--- config.mk ---
export PLATFORM = sky130hd
export DESIGN_NAME = motor_command_frame_builder_flat
export DESIGN_NICKNAME = d
export VERILOG_FILES = /design/src/hdl/mcfb_pkg.sv /design/src/hdl/mcfb_if.sv /design/src/hdl/motor_command_frame_builder.sv /design/src/hdl/mcfb_front.sv /design/src/hdl/mcfb_queue.sv /design/src/hdl/mcfb_back.sv /design/src/flat_wrapper.sv
export SDC_FILE = /design/constraint.sdc
export NUM_CORES = 1
export LEC_CHECK = 0
export BUFFER_PORTS_ARGS = -buffer_cell sky130_fd_sc_hd__buf_4
export CAP_MARGIN = 10
export CORE_MARGIN = 5
export CORE_UTILIZATION = 60
export DETAILED_ROUTE_END_ITERATION = 16
export PLACE_DENSITY = 0.83
export SETUP_SLACK_MARGIN = 0.15
export SYNTH_ARGS = -nofsm -noshare
export SYNTH_HDL_FRONTEND = slang
export SYNTH_SLANG_ARGS = --single-unit
--- constraint.sdc ---
create_clock -name clk -period 8.2 [get_ports clk]
set_clock_uncertainty 0.1 [all_clocks]
set_input_delay 0.41 -clock clk [delete_from_list [all_inputs] [get_ports clk]]
set_output_delay 0.41 -clock clk [all_outputs]
set_load 0.05 [all_outputs]
--- src/hdl/mcfb_pkg.sv ---
// Package for the motor command frame builder: constants, queue entry type,
// and the byte-wise CRC-8 update. No dependencies.
package mcfb_pkg;

    localparam int FRAME_LEN_DEF = 15;
    localparam int QUEUE_DEPTH   = 2;
    localparam int CFG_IDX_W     = 2;
    localparam int CFG_DATA_W    = 12;

    // Request types
    localparam logic [2:0] REQ_SPEED     = 3'd0;
    localparam logic [2:0] REQ_POSITION  = 3'd1;
    localparam logic [2:0] REQ_ENABLE    = 3'd2;
    localparam logic [2:0] REQ_DISABLE   = 3'd3;
    localparam logic [2:0] REQ_SPEED_MD  = 3'd4;
    localparam logic [2:0] REQ_POS_MD    = 3'd5;

    // Command codes and selectors
    localparam logic [7:0] CMD_SPEED     = 8'h20;
    localparam logic [7:0] CMD_POSITION  = 8'h22;
    localparam logic [7:0] CMD_OUTPUT    = 8'h00;
    localparam logic [7:0] CMD_MODE      = 8'h01;
    localparam logic [7:0] SEL_OFF       = 8'h00;
    localparam logic [7:0] SEL_ON        = 8'h01;
    localparam logic [7:0] SEL_SPEED     = 8'h01;
    localparam logic [7:0] SEL_POSITION  = 8'h02;

    // Configuration register indexes
    localparam logic [CFG_IDX_W-1:0] CFG_DEVICE_ID     = 2'd0;
    localparam logic [CFG_IDX_W-1:0] CFG_DRIVE_CURRENT = 2'd1;

    localparam logic signed [31:0] TARGET_LIMIT  = 32'sd21000000;
    localparam logic signed [11:0] CURRENT_LIMIT = 12'sd1200;
    localparam logic [7:0]         CRC_POLY      = 8'h8C;
    localparam logic [7:0]         DEVICE_ID_RST = 8'h00;

    // One classified command waiting for the byte sequencer
    typedef struct packed {
        logic        motion;  // speed or position: current goes into bytes 6..9
        logic [7:0]  code;
        logic [31:0] word;    // scaled target, or the selector in the low byte
    } entry_t;

    // Fold one byte into a reflected CRC-8
    function automatic logic [7:0] crc8_step(input logic [7:0] crc, input logic [7:0] data);
        logic [7:0] c;
        c = crc ^ data;
        for (int b = 0; b < 8; b++) begin
            c = c[0] ? ((c >> 1) ^ CRC_POLY) : (c >> 1);
        end
        return c;
    endfunction

endpackage

--- src/hdl/mcfb_if.sv ---
// Handshake channels of the motor command frame builder: request, frame, config.
// Depends on mcfb_pkg for the config port widths.
interface mcfb_req_if;
    logic              valid;
    logic              ready;
    logic [2:0]        req_type;
    logic signed [31:0] target_value;
    modport source (output valid, req_type, target_value, input ready);
    modport sink   (input valid, req_type, target_value, output ready);
endinterface

interface mcfb_frame_if;
    logic       valid;
    logic       ready;
    logic [7:0] frame_byte;
    logic       frame_end;
    modport source (output valid, frame_byte, frame_end, input ready);
    modport sink   (input valid, frame_byte, frame_end, output ready);
endinterface

interface mcfb_cfg_if;
    logic                               valid;
    logic                               ready;
    logic [mcfb_pkg::CFG_IDX_W-1:0]     reg_index;
    logic [mcfb_pkg::CFG_DATA_W-1:0]    wr_data;
    modport source (output valid, reg_index, wr_data, input ready);
    modport sink   (input valid, reg_index, wr_data, output ready);
endinterface

--- src/hdl/motor_command_frame_builder.sv ---
// Throughput: one frame byte per cycle while the frame channel is not stalled,
// set by the byte sequencer in the back end; a two-entry queue lets requests
// land while a frame is still going out. A request passes the front register,
// the queue and the output register. Unused request types give no frame.
// Reset clears all control state, device id to 0 and drive current to 1200.
// Config writes are taken in every cycle (ready always high).
module motor_command_frame_builder #(
    parameter int FRAME_LEN = mcfb_pkg::FRAME_LEN_DEF
) (
    input  logic   clk,
    input  logic   rst_n,
    mcfb_req_if.sink     req,
    mcfb_frame_if.source frame,
    mcfb_cfg_if.sink     cfg
);

    logic [7:0]          device_id_reg;
    logic signed [11:0]  drive_current_reg;
    logic                push_valid;
    logic                push_ready;
    mcfb_pkg::entry_t    push_entry;
    logic                q_valid;
    logic                q_pop;
    mcfb_pkg::entry_t    q_entry;

    // Configuration registers
    assign cfg.ready = 1'b1;

    always_ff @(posedge clk or negedge rst_n)
    begin
        if (!rst_n)
        begin
            device_id_reg     <= mcfb_pkg::DEVICE_ID_RST;
            drive_current_reg <= mcfb_pkg::CURRENT_LIMIT;
        end
        else if (cfg.valid)
        begin
            unique case (cfg.reg_index)
                mcfb_pkg::CFG_DEVICE_ID:     device_id_reg     <= cfg.wr_data[7:0];
                mcfb_pkg::CFG_DRIVE_CURRENT: drive_current_reg <= cfg.wr_data;
                default: ;
            endcase
        end
    end

    mcfb_front u_front (
        .clk          (clk),
        .rst_n        (rst_n),
        .in_valid     (req.valid),
        .in_ready     (req.ready),
        .req_type     (req.req_type),
        .target_value (req.target_value),
        .push_valid   (push_valid),
        .push_ready   (push_ready),
        .push_entry   (push_entry)
    );

    mcfb_queue u_queue (
        .clk        (clk),
        .rst_n      (rst_n),
        .push_valid (push_valid),
        .push_ready (push_ready),
        .push_entry (push_entry),
        .pop_valid  (q_valid),
        .pop        (q_pop),
        .pop_entry  (q_entry)
    );

    mcfb_back #(
        .FRAME_LEN (FRAME_LEN)
    ) u_back (
        .clk           (clk),
        .rst_n         (rst_n),
        .q_valid       (q_valid),
        .q_entry       (q_entry),
        .q_pop         (q_pop),
        .device_id     (device_id_reg),
        .drive_current (drive_current_reg),
        .out_valid     (frame.valid),
        .out_ready     (frame.ready),
        .out_byte      (frame.frame_byte),
        .out_end       (frame.frame_end)
    );

endmodule

--- src/hdl/mcfb_front.sv ---
// Front end: accepts requests, drops unused types, saturates and scales the
// target, and holds one classified entry for the queue. Depends on mcfb_pkg.
module mcfb_front (
    input  logic                 clk,
    input  logic                 rst_n,
    input  logic                 in_valid,
    output logic                 in_ready,
    input  logic [2:0]           req_type,
    input  logic signed [31:0]   target_value,
    output logic                 push_valid,
    input  logic                 push_ready,
    output mcfb_pkg::entry_t     push_entry
);

    logic              valid_reg;
    logic              valid_next;
    mcfb_pkg::entry_t  entry_reg;
    mcfb_pkg::entry_t  entry_next;
    logic              type_ok;
    logic              accept;
    logic signed [31:0] tgt_sat;
    logic signed [31:0] tgt_x100;

    // Saturate the target, then scale by 100 with shifts and adds
    always_comb
    begin
        if (target_value > mcfb_pkg::TARGET_LIMIT)
            tgt_sat = mcfb_pkg::TARGET_LIMIT;
        else if (target_value < -mcfb_pkg::TARGET_LIMIT)
            tgt_sat = -mcfb_pkg::TARGET_LIMIT;
        else
            tgt_sat = target_value;
        tgt_x100 = (tgt_sat <<< 6) + (tgt_sat <<< 5) + (tgt_sat <<< 2);
    end

    // Classify the request
    always_comb
    begin
        type_ok    = 1'b1;
        entry_next = '0;
        unique case (req_type) inside
            mcfb_pkg::REQ_SPEED, mcfb_pkg::REQ_POSITION:
            begin
                entry_next.motion = 1'b1;
                entry_next.code   = (req_type == mcfb_pkg::REQ_SPEED) ?
                                    mcfb_pkg::CMD_SPEED : mcfb_pkg::CMD_POSITION;
                entry_next.word   = tgt_x100;
            end
            mcfb_pkg::REQ_ENABLE:
            begin
                entry_next.code = mcfb_pkg::CMD_OUTPUT;
                entry_next.word = {24'h0, mcfb_pkg::SEL_ON};
            end
            mcfb_pkg::REQ_DISABLE:
            begin
                entry_next.code = mcfb_pkg::CMD_OUTPUT;
                entry_next.word = {24'h0, mcfb_pkg::SEL_OFF};
            end
            mcfb_pkg::REQ_SPEED_MD:
            begin
                entry_next.code = mcfb_pkg::CMD_MODE;
                entry_next.word = {24'h0, mcfb_pkg::SEL_SPEED};
            end
            mcfb_pkg::REQ_POS_MD:
            begin
                entry_next.code = mcfb_pkg::CMD_MODE;
                entry_next.word = {24'h0, mcfb_pkg::SEL_POSITION};
            end
            default:
            begin
                type_ok = 1'b0;
            end
        endcase
    end

    assign in_ready   = !valid_reg || push_ready;
    assign accept     = in_valid && in_ready;
    assign push_valid = valid_reg;
    assign push_entry = entry_reg;

    // Hold the entry until the queue takes it; drop unused request types
    always_comb
    begin
        if (accept)
            valid_next = type_ok;
        else if (push_ready)
            valid_next = 1'b0;
        else
            valid_next = valid_reg;
    end

    always_ff @(posedge clk or negedge rst_n)
    begin
        if (!rst_n)
            valid_reg <= 1'b0;
        else
            valid_reg <= valid_next;
    end

    always_ff @(posedge clk)
    begin
        if (accept)
            entry_reg <= entry_next;
    end

endmodule

--- src/hdl/mcfb_queue.sv ---
// Two-entry queue of classified commands between front end and sequencer.
// Depends on mcfb_pkg for the entry type and depth.
module mcfb_queue (
    input  logic              clk,
    input  logic              rst_n,
    input  logic              push_valid,
    output logic              push_ready,
    input  mcfb_pkg::entry_t  push_entry,
    output logic              pop_valid,
    input  logic              pop,
    output mcfb_pkg::entry_t  pop_entry
);

    localparam int PTR_W = $clog2(mcfb_pkg::QUEUE_DEPTH);
    localparam int CNT_W = $clog2(mcfb_pkg::QUEUE_DEPTH + 1);

    mcfb_pkg::entry_t   mem_reg [mcfb_pkg::QUEUE_DEPTH];
    logic [PTR_W-1:0]   wr_ptr_reg, wr_ptr_next;
    logic [PTR_W-1:0]   rd_ptr_reg, rd_ptr_next;
    logic [CNT_W-1:0]   count_reg, count_next;
    logic               do_push;

    assign push_ready = (count_reg != CNT_W'(mcfb_pkg::QUEUE_DEPTH));
    assign pop_valid  = (count_reg != '0);
    assign pop_entry  = mem_reg[rd_ptr_reg];
    assign do_push    = push_valid && push_ready;

    // Advance pointers and fill count
    always_comb
    begin
        wr_ptr_next = wr_ptr_reg;
        rd_ptr_next = rd_ptr_reg;
        count_next  = count_reg;
        if (do_push)
            wr_ptr_next = (wr_ptr_reg == PTR_W'(mcfb_pkg::QUEUE_DEPTH - 1)) ?
                          '0 : wr_ptr_reg + 1'b1;
        if (pop)
            rd_ptr_next = (rd_ptr_reg == PTR_W'(mcfb_pkg::QUEUE_DEPTH - 1)) ?
                          '0 : rd_ptr_reg + 1'b1;
        if (do_push && !pop)
            count_next = count_reg + 1'b1;
        else if (pop && !do_push)
            count_next = count_reg - 1'b1;
    end

    always_ff @(posedge clk or negedge rst_n)
    begin
        if (!rst_n)
        begin
            wr_ptr_reg <= '0;
            rd_ptr_reg <= '0;
            count_reg  <= '0;
        end
        else
        begin
            wr_ptr_reg <= wr_ptr_next;
            rd_ptr_reg <= rd_ptr_next;
            count_reg  <= count_next;
        end
    end

    // Store the incoming entry
    always_ff @(posedge clk)
    begin
        if (do_push)
            mem_reg[wr_ptr_reg] <= push_entry;
    end

endmodule

--- src/hdl/mcfb_back.sv ---
// Back end: steps through the frame one byte per beat, folds every data byte
// into the CRC and drives the output register. Depends on mcfb_pkg.
module mcfb_back #(
    parameter int FRAME_LEN = mcfb_pkg::FRAME_LEN_DEF
) (
    input  logic                     clk,
    input  logic                     rst_n,
    input  logic                     q_valid,
    input  mcfb_pkg::entry_t         q_entry,
    output logic                     q_pop,
    input  logic [7:0]               device_id,
    input  logic signed [11:0]       drive_current,
    output logic                     out_valid,
    input  logic                     out_ready,
    output logic [7:0]               out_byte,
    output logic                     out_end
);

    localparam int IDX_W = $clog2(FRAME_LEN);
    localparam logic [IDX_W-1:0] LAST = IDX_W'(FRAME_LEN - 1);

    logic [IDX_W-1:0]    idx_reg, idx_next;
    logic [7:0]          crc_reg, crc_next;
    logic                valid_reg, valid_next;
    logic [7:0]          byte_reg;
    logic                end_reg;
    logic                advance;
    logic                emit;
    logic                at_last;
    logic [7:0]          byte_sel;
    logic signed [11:0]  cur_sat;
    logic signed [31:0]  cur_word;
    logic [31:0]         cur_bytes;

    // Saturate and scale the drive current
    always_comb
    begin
        if (drive_current > mcfb_pkg::CURRENT_LIMIT)
            cur_sat = mcfb_pkg::CURRENT_LIMIT;
        else if (drive_current < -mcfb_pkg::CURRENT_LIMIT)
            cur_sat = -mcfb_pkg::CURRENT_LIMIT;
        else
            cur_sat = drive_current;
        cur_word  = (32'(cur_sat) <<< 6) + (32'(cur_sat) <<< 5) + (32'(cur_sat) <<< 2);
        cur_bytes = q_entry.motion ? cur_word : '0;
    end

    assign advance = !valid_reg || out_ready;
    assign emit    = q_valid && advance;
    assign at_last = (idx_reg == LAST);
    assign q_pop   = emit && at_last;

    // Select the byte at the current position
    always_comb
    begin
        byte_sel = '0;
        if (at_last)
            byte_sel = crc_reg;
        else
        begin
            case (idx_reg)
                IDX_W'(0): byte_sel = q_entry.code;
                IDX_W'(1): byte_sel = device_id;
                IDX_W'(2): byte_sel = q_entry.word[7:0];
                IDX_W'(3): byte_sel = q_entry.word[15:8];
                IDX_W'(4): byte_sel = q_entry.word[23:16];
                IDX_W'(5): byte_sel = q_entry.word[31:24];
                IDX_W'(6): byte_sel = cur_bytes[7:0];
                IDX_W'(7): byte_sel = cur_bytes[15:8];
                IDX_W'(8): byte_sel = cur_bytes[23:16];
                IDX_W'(9): byte_sel = cur_bytes[31:24];
                default:   byte_sel = '0;
            endcase
        end
    end

    // Advance position and CRC; restart both after the CRC byte
    always_comb
    begin
        idx_next   = idx_reg;
        crc_next   = crc_reg;
        valid_next = valid_reg;
        if (advance)
            valid_next = q_valid;
        if (emit)
        begin
            if (at_last)
            begin
                idx_next = '0;
                crc_next = '0;
            end
            else
            begin
                idx_next = idx_reg + 1'b1;
                crc_next = mcfb_pkg::crc8_step(crc_reg, byte_sel);
            end
        end
    end

    always_ff @(posedge clk or negedge rst_n)
    begin
        if (!rst_n)
        begin
            idx_reg   <= '0;
            crc_reg   <= '0;
            valid_reg <= 1'b0;
        end
        else
        begin
            idx_reg   <= idx_next;
            crc_reg   <= crc_next;
            valid_reg <= valid_next;
        end
    end

    // Load the output register
    always_ff @(posedge clk)
    begin
        if (emit)
        begin
            byte_reg <= byte_sel;
            end_reg  <= at_last;
        end
    end

    assign out_valid = valid_reg;
    assign out_byte  = byte_reg;
    assign out_end   = end_reg;

endmodule

--- src/flat_wrapper.sv ---
// flat-port wrapper written by rule: the top's interface ports become plain ports
module motor_command_frame_builder_flat 
#(
    parameter int FRAME_LEN = mcfb_pkg::FRAME_LEN_DEF
)
  (clk, rst_n, req_valid, req_req_type, req_target_value, req_ready, frame_valid, frame_frame_byte, frame_frame_end, frame_ready, cfg_valid, cfg_reg_index, cfg_wr_data, cfg_ready);
  mcfb_req_if req_i ();
  mcfb_frame_if frame_i ();
  mcfb_cfg_if cfg_i ();
  input  logic clk;
  input  logic rst_n;
  input wire logic [$bits(req_i.valid)-1:0] req_valid;
  input wire logic [$bits(req_i.req_type)-1:0] req_req_type;
  input wire logic [$bits(req_i.target_value)-1:0] req_target_value;
  output wire logic [$bits(req_i.ready)-1:0] req_ready;
  output wire logic [$bits(frame_i.valid)-1:0] frame_valid;
  output wire logic [$bits(frame_i.frame_byte)-1:0] frame_frame_byte;
  output wire logic [$bits(frame_i.frame_end)-1:0] frame_frame_end;
  input wire logic [$bits(frame_i.ready)-1:0] frame_ready;
  input wire logic [$bits(cfg_i.valid)-1:0] cfg_valid;
  input wire logic [$bits(cfg_i.reg_index)-1:0] cfg_reg_index;
  input wire logic [$bits(cfg_i.wr_data)-1:0] cfg_wr_data;
  output wire logic [$bits(cfg_i.ready)-1:0] cfg_ready;
  assign req_i.valid = req_valid;
  assign req_i.req_type = req_req_type;
  assign req_i.target_value = req_target_value;
  assign req_ready = req_i.ready;
  assign frame_valid = frame_i.valid;
  assign frame_frame_byte = frame_i.frame_byte;
  assign frame_frame_end = frame_i.frame_end;
  assign frame_i.ready = frame_ready;
  assign cfg_i.valid = cfg_valid;
  assign cfg_i.reg_index = cfg_reg_index;
  assign cfg_i.wr_data = cfg_wr_data;
  assign cfg_ready = cfg_i.ready;
  motor_command_frame_builder #(.FRAME_LEN(FRAME_LEN)) u_core (.clk(clk), .rst_n(rst_n), .req(req_i), .frame(frame_i), .cfg(cfg_i));
endmodule
==> results of run 1 <==
[metal layers]
metal	wire, um	share of wire [%]	GRT usage (%)	vias to the layer above
met1	8340	41	27.5	3263
met3	901	4.4	3.54	56
li1	-	-	-	3351
met4	771	3.8	11.3	0
met2	10400	51	39.8	217
met5	0	0	0	-
[layout by cell type, fill, tap and decap left out, types with 5 or more instances in the layout]
cell type	synthesis	routed
edfxtp_1	117	117
inv_1	83	83
nand2_1	71	71
buf_4	4	69
o21ai_0	49	49
ha_1	43	43
nor2_1	41	40
dfrtp_1	34	34
fa_1	33	33
a21oi_1	28	28
xnor2_1	27	27
mux2i_1	27	27
mux2_2	27	27
nor3_1	22	22
nor2b_1	19	19
and3_1	17	17
clkbuf_16	0	17
xor2_1	15	15
nand3_1	14	14
nand2b_1	13	13
a21o_1	13	13
a31oi_1	9	9
a211oi_1	8	8
and2_1	8	8
o21a_1	8	8
o211ai_1	8	8
o22ai_1	8	8
inv_6	0	7
nand4_1	6	6
a221oi_1	6	6
nor4_1	5	5
or3_1	5	5
o31ai_1	5	5
[power breakdown]
group | total (W) | switching [W] | internal, W | leakage (nW)
combinational | 0.00224 | 0.00124 | 0.000993 | 2.74
clock | 0.000786 | 0.000326 | 0.000460 | 0.298
sequential | 0.00129 | 0.000160 | 0.00113 | 1.58
total | 0.00431 | 0.00173 | 0.00258 | 4.61
[final timing paths]
| kind | to | slack (ns) | cells past startpoint |
|---|---|---|---|
| max in group asynchronous | u_core.u_back.crc_reg[1] | 7.23 | 2 |
| worst min-delay path | u_core.u_front.push_valid | 0.09 | 3 |
| worst min register to register | u_core.u_queue.mem_reg[1][24] | 0.35 | 0 |
| min in group asynchronous | u_core.drive_current_reg[9] | 0.39 | 2 |
| worst max register to register | u_core.u_back.crc_reg[2] | 1.54 | 23 |
| worst max-delay path | u_core.u_back.crc_reg[2] | 1.54 | 23 |
[worst max-delay path, delay by kind of cell (launching register included)]
family / cells / cell delay [ns]
XOR/XNOR: 2 / 0.79
adder cells (fa/ha/maj): 4 / 1.30
buffers and inverters: 3 / 0.18
flip-flops: 1 / 0.59
AND/OR/NAND/NOR: 5 / 1.02
AO/OA/AOI/OAI: 9 / 2.57
[through the flow]
step | hold slack (ns) | std cells | instance area (um2)
global route | 0.101 | 1176 | 11000
global placement | 0.319 | 1143 | 10400
floorplan | 0.0144 | 889 | 9790
detailed placement | 0.323 | 1143 | 10400
finish | 0.0937 | 1176 | 11000
CTS | 0.0752 | 1176 | 11000
[cells by family after synthesis]
logic type	Yosys count	share of synthesized area, %
xor gates and xnor gates	44	4.24
muxes	56	6.13
buffers and inverters	114	4.83
and+or+nand+nor	256	13.9
DFF	155	45.6
other	1	0.0383
AOI/OAI and AO/OA	187	12.9
adders and majority gates	76	12.2
[layout make-up]
cell class | count | area [um2]
multi-input combinational | 620 | 4850
clock buffer | 17 | 425
sequential | 155 | 4470
tap | 216 | 270
inverter | 83 | 312
timing repair buffer | 70 | 528
fill | 1166 | 4910
clock inverter | 15 | 178
==> impl_metrics.toml, run 1 <==
[clock_tree]
htree_levels = 4
postCtsSetupRepairBufs = 0
clkLatencyLatePin_ns = 0.43
ctsHoldBuffers = 1
clock-sinks = 155
cts-resized-gates = 0
cts_tree = "done"
clk_pin_slew_ns = 0.06
clock-root-buffer = "clkbuf_16"
clockBufferDepth = 2
numCtsBuffers = 17

[hold_path]
hold_start = "req_valid"
hp-class = "primary input to flip-flop"

[timing]
finalHoldViolations = 0
finalCritPeriodShare_pct = 81.2
slew_violations = 0
max_freq_mhz = 150
setup_viol = 0
period_needed_ns = 6.66
rsz0062_at_grt = "false"
tightest_slew_ns = 1.08
setup_tns_ns = 0
relSlewSlack_pct = 28.1
worst_slack_ns = 1.54

[yosys]
ys_types = 85
synth_cells = 889
ys.flop_type = "edfxtp_1"
synth_top_area_share_pct = 35.9
synth_edf_count = 117
ys_seq_area_share_pct = 45.6
synth_fp_nets = 1019
ys_async_sr_fraction_pct = 24.5
netlist_area_mm2 = 0.00979
yosysMostFrequentCell = "edfxtp_1"
synth.area.top_cells = "edfxtp_1 36%, dfrtp_1 8.7%, fa_1 6.7%, ha_1 5.5%, inv_1 3.2%"
synth.top_cells.by_count = "117 x edfxtp_1, 83 x inv_1, 71 x nand2_1"
avgSynthCellArea_um2 = 11.0
ys_ff_latch = 155
synth_warnings = 0
synth_area_leader_cell = "edfxtp_1"

[floorplanning]
die_width_um = 138
core_area_mm2 = 0.0159
start_util_pct = 61.4
io_pins = 66
die_h_um = 138
num_rows = 46
die-area_mm2 = 0.0190

[setup_path]
startpoint = "u_core.drive_current_reg[4]"
path_cells = "o21ai_0, a21oi_1, o21ai_0, ha_1, a21oi_1, and2_1, inv_1, fa_1, inv_1, ha_1, inv_1, fa_1, nor2b_1, o31a_1, o31ai_1, a211oi_2, a311oi_4, nor2b_2, or4_1, and3_4, xnor3_2, xor3_1, a22o_1"
path_class = "flip-flop to flip-flop"
slowest_stage = "a21oi_1"
start_kind = "flip-flop"
cp_common_cell = "inv_1"
critPathArrivalTime_ns = 6.87
worst_setup_path_end_kind = "flip-flop"
path_max_fanout = 12
cpPeakStageDelay_ns = 0.65
timing.rr.start = "u_core.drive_current_reg[4]"
cp_data_required_time_ns = 8.42

[global_routing]
antenna_found_initial = 0
grt_start_max_net_pins = 39
grt_pass1_vias = 6740
grt_pass1_wl_um = 33300
grt_overflow = 0
grt_usage_pct = 22.8

[power_and_ir_drop]
total_power_w = 0.00431
leakage_nw = 4.61
ir_drop_mv = 0.289
p_per_area_mw_per_mm2 = 391

[place]
dpl_worst_slack_ns = 1.58
port_buffers = 64
gp_congestion = 0.894
place_hpwl_um = 15600

[route]
drt_first_pass_iters = 7
first_iter_violations = 416
drcViolationCount = 0
ant_nets = 0
num_vias = 6887
finalWirelength_um = 20400
wl_per_cell_um = 17.4
vias_per_cell = 5.86

[cells_and_area]
area_growth_pct = 12.7
fin_util_pct = 69.2
largest_register_ffs = 72
nNetsFinal = 1077
diodes = 0
drive_above_1_share_pct = 15.6

[run_status]
status = "completed"

[run]
cap_violations = 0
Note: power is estimated with default switching activity, not from simulation.
==> run 2, diff against run 1 <==
--- a/config.mk
+++ b/config.mk
@@ -8,9 +8,9 @@
 export BUFFER_PORTS_ARGS = -buffer_cell sky130_fd_sc_hd__buf_4
 export CAP_MARGIN = 10
 export CORE_MARGIN = 5
-export CORE_UTILIZATION = 60
+export CORE_UTILIZATION = 56
 export DETAILED_ROUTE_END_ITERATION = 16
-export PLACE_DENSITY = 0.83
+export PLACE_DENSITY = 0.82
 export SETUP_SLACK_MARGIN = 0.15
 export SYNTH_ARGS = -nofsm -noshare
 export SYNTH_HDL_FRONTEND = slang
==> constraint.sdc (replaced) <==
create_clock -name clk -period 6.09 [get_ports clk]
set_clock_uncertainty 0.1 [all_clocks]
set_input_delay 0.3045 -clock clk [delete_from_list [all_inputs] [get_ports clk]]
set_output_delay 0.3045 -clock clk [all_outputs]
set_load 0.05 [all_outputs]
==> run 2 against run 1 <==
Against the previous run:
- critical path type unchanged
- worst setup slack got worse by 1.1 ns
- design area grew 1.5%
- first-iteration DRC count increased by 17%
- sequential power rose by 35%
- non-clock buffer count grew 18
- clock power up 31%
==> impl_metrics.toml, run 2 (synthesis gave the netlist of run 1 again) <==
[route]
num_vias = 6934
wl_per_cell_um = 17.3
finalWirelength_um = 20800
drcViolationCount = 0
vias_per_cell = 5.76
drt_first_pass_iters = 5
first_iter_violations = 486
ant_nets = 0

[global_routing]
grt_overflow = 0
grt_pass1_vias = 6918
grt_pass1_wl_um = 34300
antenna_found_initial = 0
grt_start_max_net_pins = 39
grt_usage_pct = 21.1

[floorplanning]
io_pins = 66
die-area_mm2 = 0.0202
die_width_um = 142
core_area_mm2 = 0.0172
die_h_um = 142
num_rows = 48
start_util_pct = 56.8

[setup_path]
worst_setup_path_end_kind = "flip-flop"
path_max_fanout = 6
slowest_stage = "dfstp_2"
cp.buffers_inverters = 3
cpPeakStageDelay_ns = 0.54
path_class = "flip-flop to flip-flop"
cp_data_required_time_ns = 6.29
path_cells = "o21ai_0, a21oi_1, o21ai_0, ha_2, a21oi_2, buf_4, nand2_1, fa_1, inv_1, ha_2, inv_1, fa_1, nor2b_2, o31a_1, o31ai_4, a211oi_2, a311oi_4, and2b_2, or4_1, and3_4, xnor3_2, xor3_1, a22o_1"
critPathArrivalTime_ns = 5.84
start_kind = "flip-flop"
cpLargestDelayFamily = "compound AO/OA/AOI/OAI gates"

[clock_tree]
clockBufferDepth = 2
htree_levels = 4
cts_tree = "done"
clock-root-buffer = "clkbuf_16"
numCtsBuffers = 17
clk_pin_slew_ns = 0.07
clock-sinks = 155
clkLatencyLatePin_ns = 0.42

[timing]
finalHoldViolations = 0
setup_tns_ns = 0
slew_violations = 0
relSlewSlack_pct = 20.8
period_needed_ns = 5.65
max_freq_mhz = 177
finalCritPeriodShare_pct = 92.7
rsz0062_at_grt = "false"
tightest_slew_ns = 1.19
setup_viol = 0
holdWs_ns = 0.0169

[place]
port_buffers = 64
gp_congestion = 0.932
place_hpwl_um = 15500

[cells_and_area]
drive_above_1_share_pct = 17.9
area_growth_pct = 14.3
diodes = 0
layout_commonest_cell = "edfxtp_1"
largest_register_ffs = 72
final_cell_mix = "117 x edfxtp_1, 86 x buf_4, 83 x inv_1"
nNetsFinal = 1095
fillCellCount = 1318

[power_and_ir_drop]
ir_drop_mv = 0.463
p_per_area_mw_per_mm2 = 536
leakage_nw = 4.68
p_sw_w = 0.00243
intPower_w = 0.00358
power_frac_comb_pct = 53.9
clockPowerShare_pct = 17.2
p_sw_share_pct = 40.5
power_frac_seq_pct = 29.0

[run]
cap_violations = 0

[run_status]
status = "completed"

[hold_path]
hp-class = "primary input to flip-flop"
-- run 2: cell count changes in the layout (fill, tap and decap cells not counted), sizes merged --
| cell | change |
|---|---|
| buf | +17 |
| clkinvlp | +2 |
| inv | -2 |
| bufinv | -1 |
| clkbuf | +1 |
| dlygate4sd3 | +1 |
-- run 2: worst reg2reg max path: cells and delay by family (launching register included) --
| kind | cells | cell delay [ns] |
|---|---|---|
| adder cells (fa/ha/maj) | 4 | 1.38 |
| AND/OR/NAND/NOR | 5 | 1.16 |
| buffers and inverters | 3 | 0.29 |
| flip-flops | 1 | 0.54 |
| AO/OA/AOI/OAI | 9 | 1.41 |
| XOR/XNOR | 2 | 0.64 |
-- run 2: final cells by class --
type,instances,area [um2],area share [%]
clock buffers,18,429,3.83
clock inverters,14,150,1.34
inverters,83,312,2.78
multi-input cells,620,4890,43.7
flip-flops and latches,155,4470,39.9
well taps,225,282,2.51
repair buffers,88,666,5.95
-- run 2: final timing paths --
kind                                               startpoint                             to  slack, ns  depth (start not counted)
worst max-delay path              u_core.drive_current_reg[4]       u_core.u_back.crc_reg[2]       0.44                         23
worst min-delay path                          cfg_wr_data[11]   u_core.drive_current_reg[11]       0.02                          2
worst max register to register    u_core.drive_current_reg[4]       u_core.u_back.crc_reg[2]       0.44                         23
worst min register to register  u_core.u_front.push_entry[31]  u_core.u_queue.mem_reg[0][31]       0.35                          0
max in group asynchronous                               rst_n    u_core.drive_current_reg[7]       5.23                          2
min in group asynchronous                               rst_n   u_core.drive_current_reg[11]       0.30                          2
-- run 2: layer usage --
layer / part of all wire [%] / wire [um] / up-vias / GRT usage [%]
met5: 0 / 0 / - / 0
met1: 41 / 8530 / 3295 / 26.2
met4: 2.4 / 500 / 0 / 7.27
li1: - / - / 3385 / -
met3: 4.5 / 938 / 42 / 3.49
met2: 52 / 10800 / 212 / 37.5
-- run 2: through the flow --
stage	utilization [%]	setup slack, ns	cell area (um2)	cells	power [W]
3_5_place_dp	60.9	0.194	10500	1160	0.00482
6_report	65.0	0.442	11200	1203	0.00601
5_1_grt	65.0	0.168	11200	1203	0.00643
3_3_place_gp	60.9	0.356	10500	1160	0.00474
4_1_cts	64.4	0.159	11100	1194	0.00587
2_1_floorplan	-	0.166	9800	889	0.00411
-- run 2: what timing repair did --
action / CTS / global route
hold buffers: 2 / 0
setup buffers: 0 / 9
endpoints found under the setup margin: 0 / 5
resized for setup: 0 / 9
hold endpoints to repair: 35 / 0
-- run 2: power groups by stage --
stage / Combinational [W] / Sequential, W / Clock (W)
after floorplan: 0.00235 / 0.00176 / 0
after global placement: 0.00301 / 0.00173 / 0
after detailed placement: 0.00306 / 0.00175 / 0
after CTS: 0.00309 / 0.00174 / 0.00104
after global routing: 0.00356 / 0.00177 / 0.00110
final: 0.00323 / 0.00174 / 0.00103
==> run 3, diff against run 2 <==
--- a/config.mk
+++ b/config.mk
@@ -8,9 +8,9 @@
 export BUFFER_PORTS_ARGS = -buffer_cell sky130_fd_sc_hd__buf_4
 export CAP_MARGIN = 10
 export CORE_MARGIN = 5
-export CORE_UTILIZATION = 56
+export CORE_UTILIZATION = 39
 export DETAILED_ROUTE_END_ITERATION = 16
-export PLACE_DENSITY = 0.82
+export PLACE_DENSITY = 0.62
 export SETUP_SLACK_MARGIN = 0.15
 export SYNTH_ARGS = -nofsm -noshare
 export SYNTH_HDL_FRONTEND = slang
==> run 3 against run 2 <==
Against the previous run:
- worst setup slack got worse by 0.036 ns
- first-iteration DRC count decreased by 16%
- clock-buffer cell count decreased by 1
- sequential share of layout area decreased by 0.55 points
- clock power increased by 4%
- sequential power about the same
- highest routed layer unchanged
==> impl_metrics.toml, run 3 (synthesis gave the netlist of run 1 again) <==
[run_status]
status = "completed"

[cells_and_area]
diodes = 0
nNetsFinal = 1094
largest_register_ffs = 72
fillCellCount = 2349
finalNonFillerCells = 1307
layout_commonest_cell = "edfxtp_1"
final_cell_mix = "117 x edfxtp_1, 85 x buf_4, 83 x inv_1"
drive_above_1_share_pct = 17.9
area_growth_pct = 15.9

[route]
drt_first_pass_iters = 5
wl_per_cell_um = 15.6
finalWirelength_um = 20400
first_iter_violations = 409
num_vias = 6668
ant_nets = 0
vias_per_cell = 5.10
drcViolationCount = 0

[hold_path]
hp-class = "primary input to flip-flop"
hold_start = "cfg_wr_data[11]"

[global_routing]
grt_pass1_wl_um = 33600
grt_start_max_net_pins = 39
grt_overflow = 0
antenna_found_initial = 0
grt_usage_pct = 14.5
grt_pass1_vias = 6686

[setup_path]
timing.rr.start = "u_core.drive_current_reg[4]"
start_kind = "flip-flop"
path_class = "flip-flop to flip-flop"
cp-endpoint = "u_core.u_back.crc_reg[2]"
cp_data_required_time_ns = 6.29
worst_setup_path_end_kind = "flip-flop"
startpoint = "u_core.drive_current_reg[4]"
critPathArrivalTime_ns = 5.89
reg2reg_to = "u_core.u_back.crc_reg[2]"
reg2regPathDepth = 23
path_max_fanout = 9
regToRegSetupSlack_ns = 0.41

[timing]
setup_tns_ns = 0
relSlewSlack_pct = 21.2
slew_violations = 0
max_freq_mhz = 176
setup_viol = 0
finalCritPeriodShare_pct = 93.3
finalHoldViolations = 0
period_needed_ns = 5.68
rsz0062_at_grt = "false"
tightest_slew_ns = 1.18

[floorplanning]
io_pins = 66
die_width_um = 168
die-area_mm2 = 0.0284
start_util_pct = 39.2
core_area_mm2 = 0.0250
die_h_um = 168
num_rows = 58

[clock_tree]
clock-sinks = 155
clkLatencyLatePin_ns = 0.42
clock-root-buffer = "clkbuf_16"
cts_tree = "done"
clockBufferDepth = 2
htree_levels = 4
clk_pin_slew_ns = 0.07
numCtsBuffers = 17

[power_and_ir_drop]
ir_drop_mv = 0.338
leakage_nw = 4.69
p_per_area_mw_per_mm2 = 524

[place]
place_hpwl_um = 15600
gp_congestion = 0.879
place_inst = 1267
port_buffers = 64

[run]
cap_violations = 0
-- run 3: repair_timing --
item,CTS,global route
hold buffers,2,0
resized for setup,3,7
pin swaps,1,5
endpoints found under the setup margin,1,5
endpoints found under the hold margin,35,0
setup buffers,0,6
-- run 3: how the worst min path moves through the flow --
| stage | cells after the start | to | slack (ns) |
|---|---|---|---|
| floorplan | 0 | u_core.device_id_reg[0] | -0.09 |
| global placement | 1 | u_core.drive_current_reg[8] | 0.21 |
| detailed placement | 1 | u_core.drive_current_reg[11] | 0.21 |
| CTS | 2 | u_core.drive_current_reg[11] | 0.008 |
| global route | 2 | u_core.drive_current_reg[9] | 0.01 |
| finish | 2 | u_core.drive_current_reg[11] | 0.02 |
-- run 3: critical path, stage by stage (launching register included) --
cell and delay, ns:
dfstp_2 0.55, o21ai_0 0.09, a21oi_1 0.13, o21ai_0 0.10, ha_2 0.34, a21oi_2 0.15, buf_4 0.18, nand2_1 0.08
fa_1 0.46, inv_1 0.07, ha_2 0.20, inv_1 0.06, fa_1 0.39, nor2b_2 0.18, o31a_1 0.24, o31ai_4 0.10
a211oi_2 0.31, a311oi_4 0.09, and2b_2 0.27, or4_1 0.47, and3_4 0.17, xnor3_2 0.28, xor3_1 0.37, a22o_1 0.20
-- run 3: where the power goes --
part | switching [W] | internal (W) | total (W)
clock | 0.000450 | 0.000619 | 0.00107
sequential | 0.000230 | 0.00152 | 0.00175
combinational | 0.00172 | 0.00141 | 0.00313
total | 0.00240 | 0.00355 | 0.00595
-- run 3: stage by stage --
stage | utilization, % | setup WS (ns) | hold slack (ns) | instance area (um2) | total power, W
finish | 45.5 | 0.406 | 0.0168 | 11400 | 0.00595
global placement | 42.6 | 0.297 | 0.205 | 10600 | 0.00482
floorplan | - | 0.166 | -0.0911 | 9800 | 0.00411
global route | 45.5 | 0.121 | 0.00984 | 11400 | 0.00635
detailed placement | 42.6 | 0.162 | 0.213 | 10600 | 0.00483
CTS | 45.2 | 0.165 | 0.00775 | 11300 | 0.00594
-- run 3: cell type report --
type	instances	area (um2)	share of cell area (%)
flip-flops and latches	155	4470	39.4
clock inverters	15	183	1.61
well taps	330	413	3.64
repair buffers	87	658	5.80
clock buffers	17	425	3.75
multi-input cells	620	4890	43.1
inverters	83	312	2.74
-- run 3: layer usage --
| layer | GRT usage, % | wire (um) | part of all wire (%) |
|---|---|---|---|
| met4 | 3.88 | 292 | 1.4 |
| met5 | 0 | 0 | 0 |
| met2 | 24.9 | 10200 | 50 |
| met1 | 19.1 | 9320 | 46 |
| met3 | 2.31 | 600 | 2.9 |
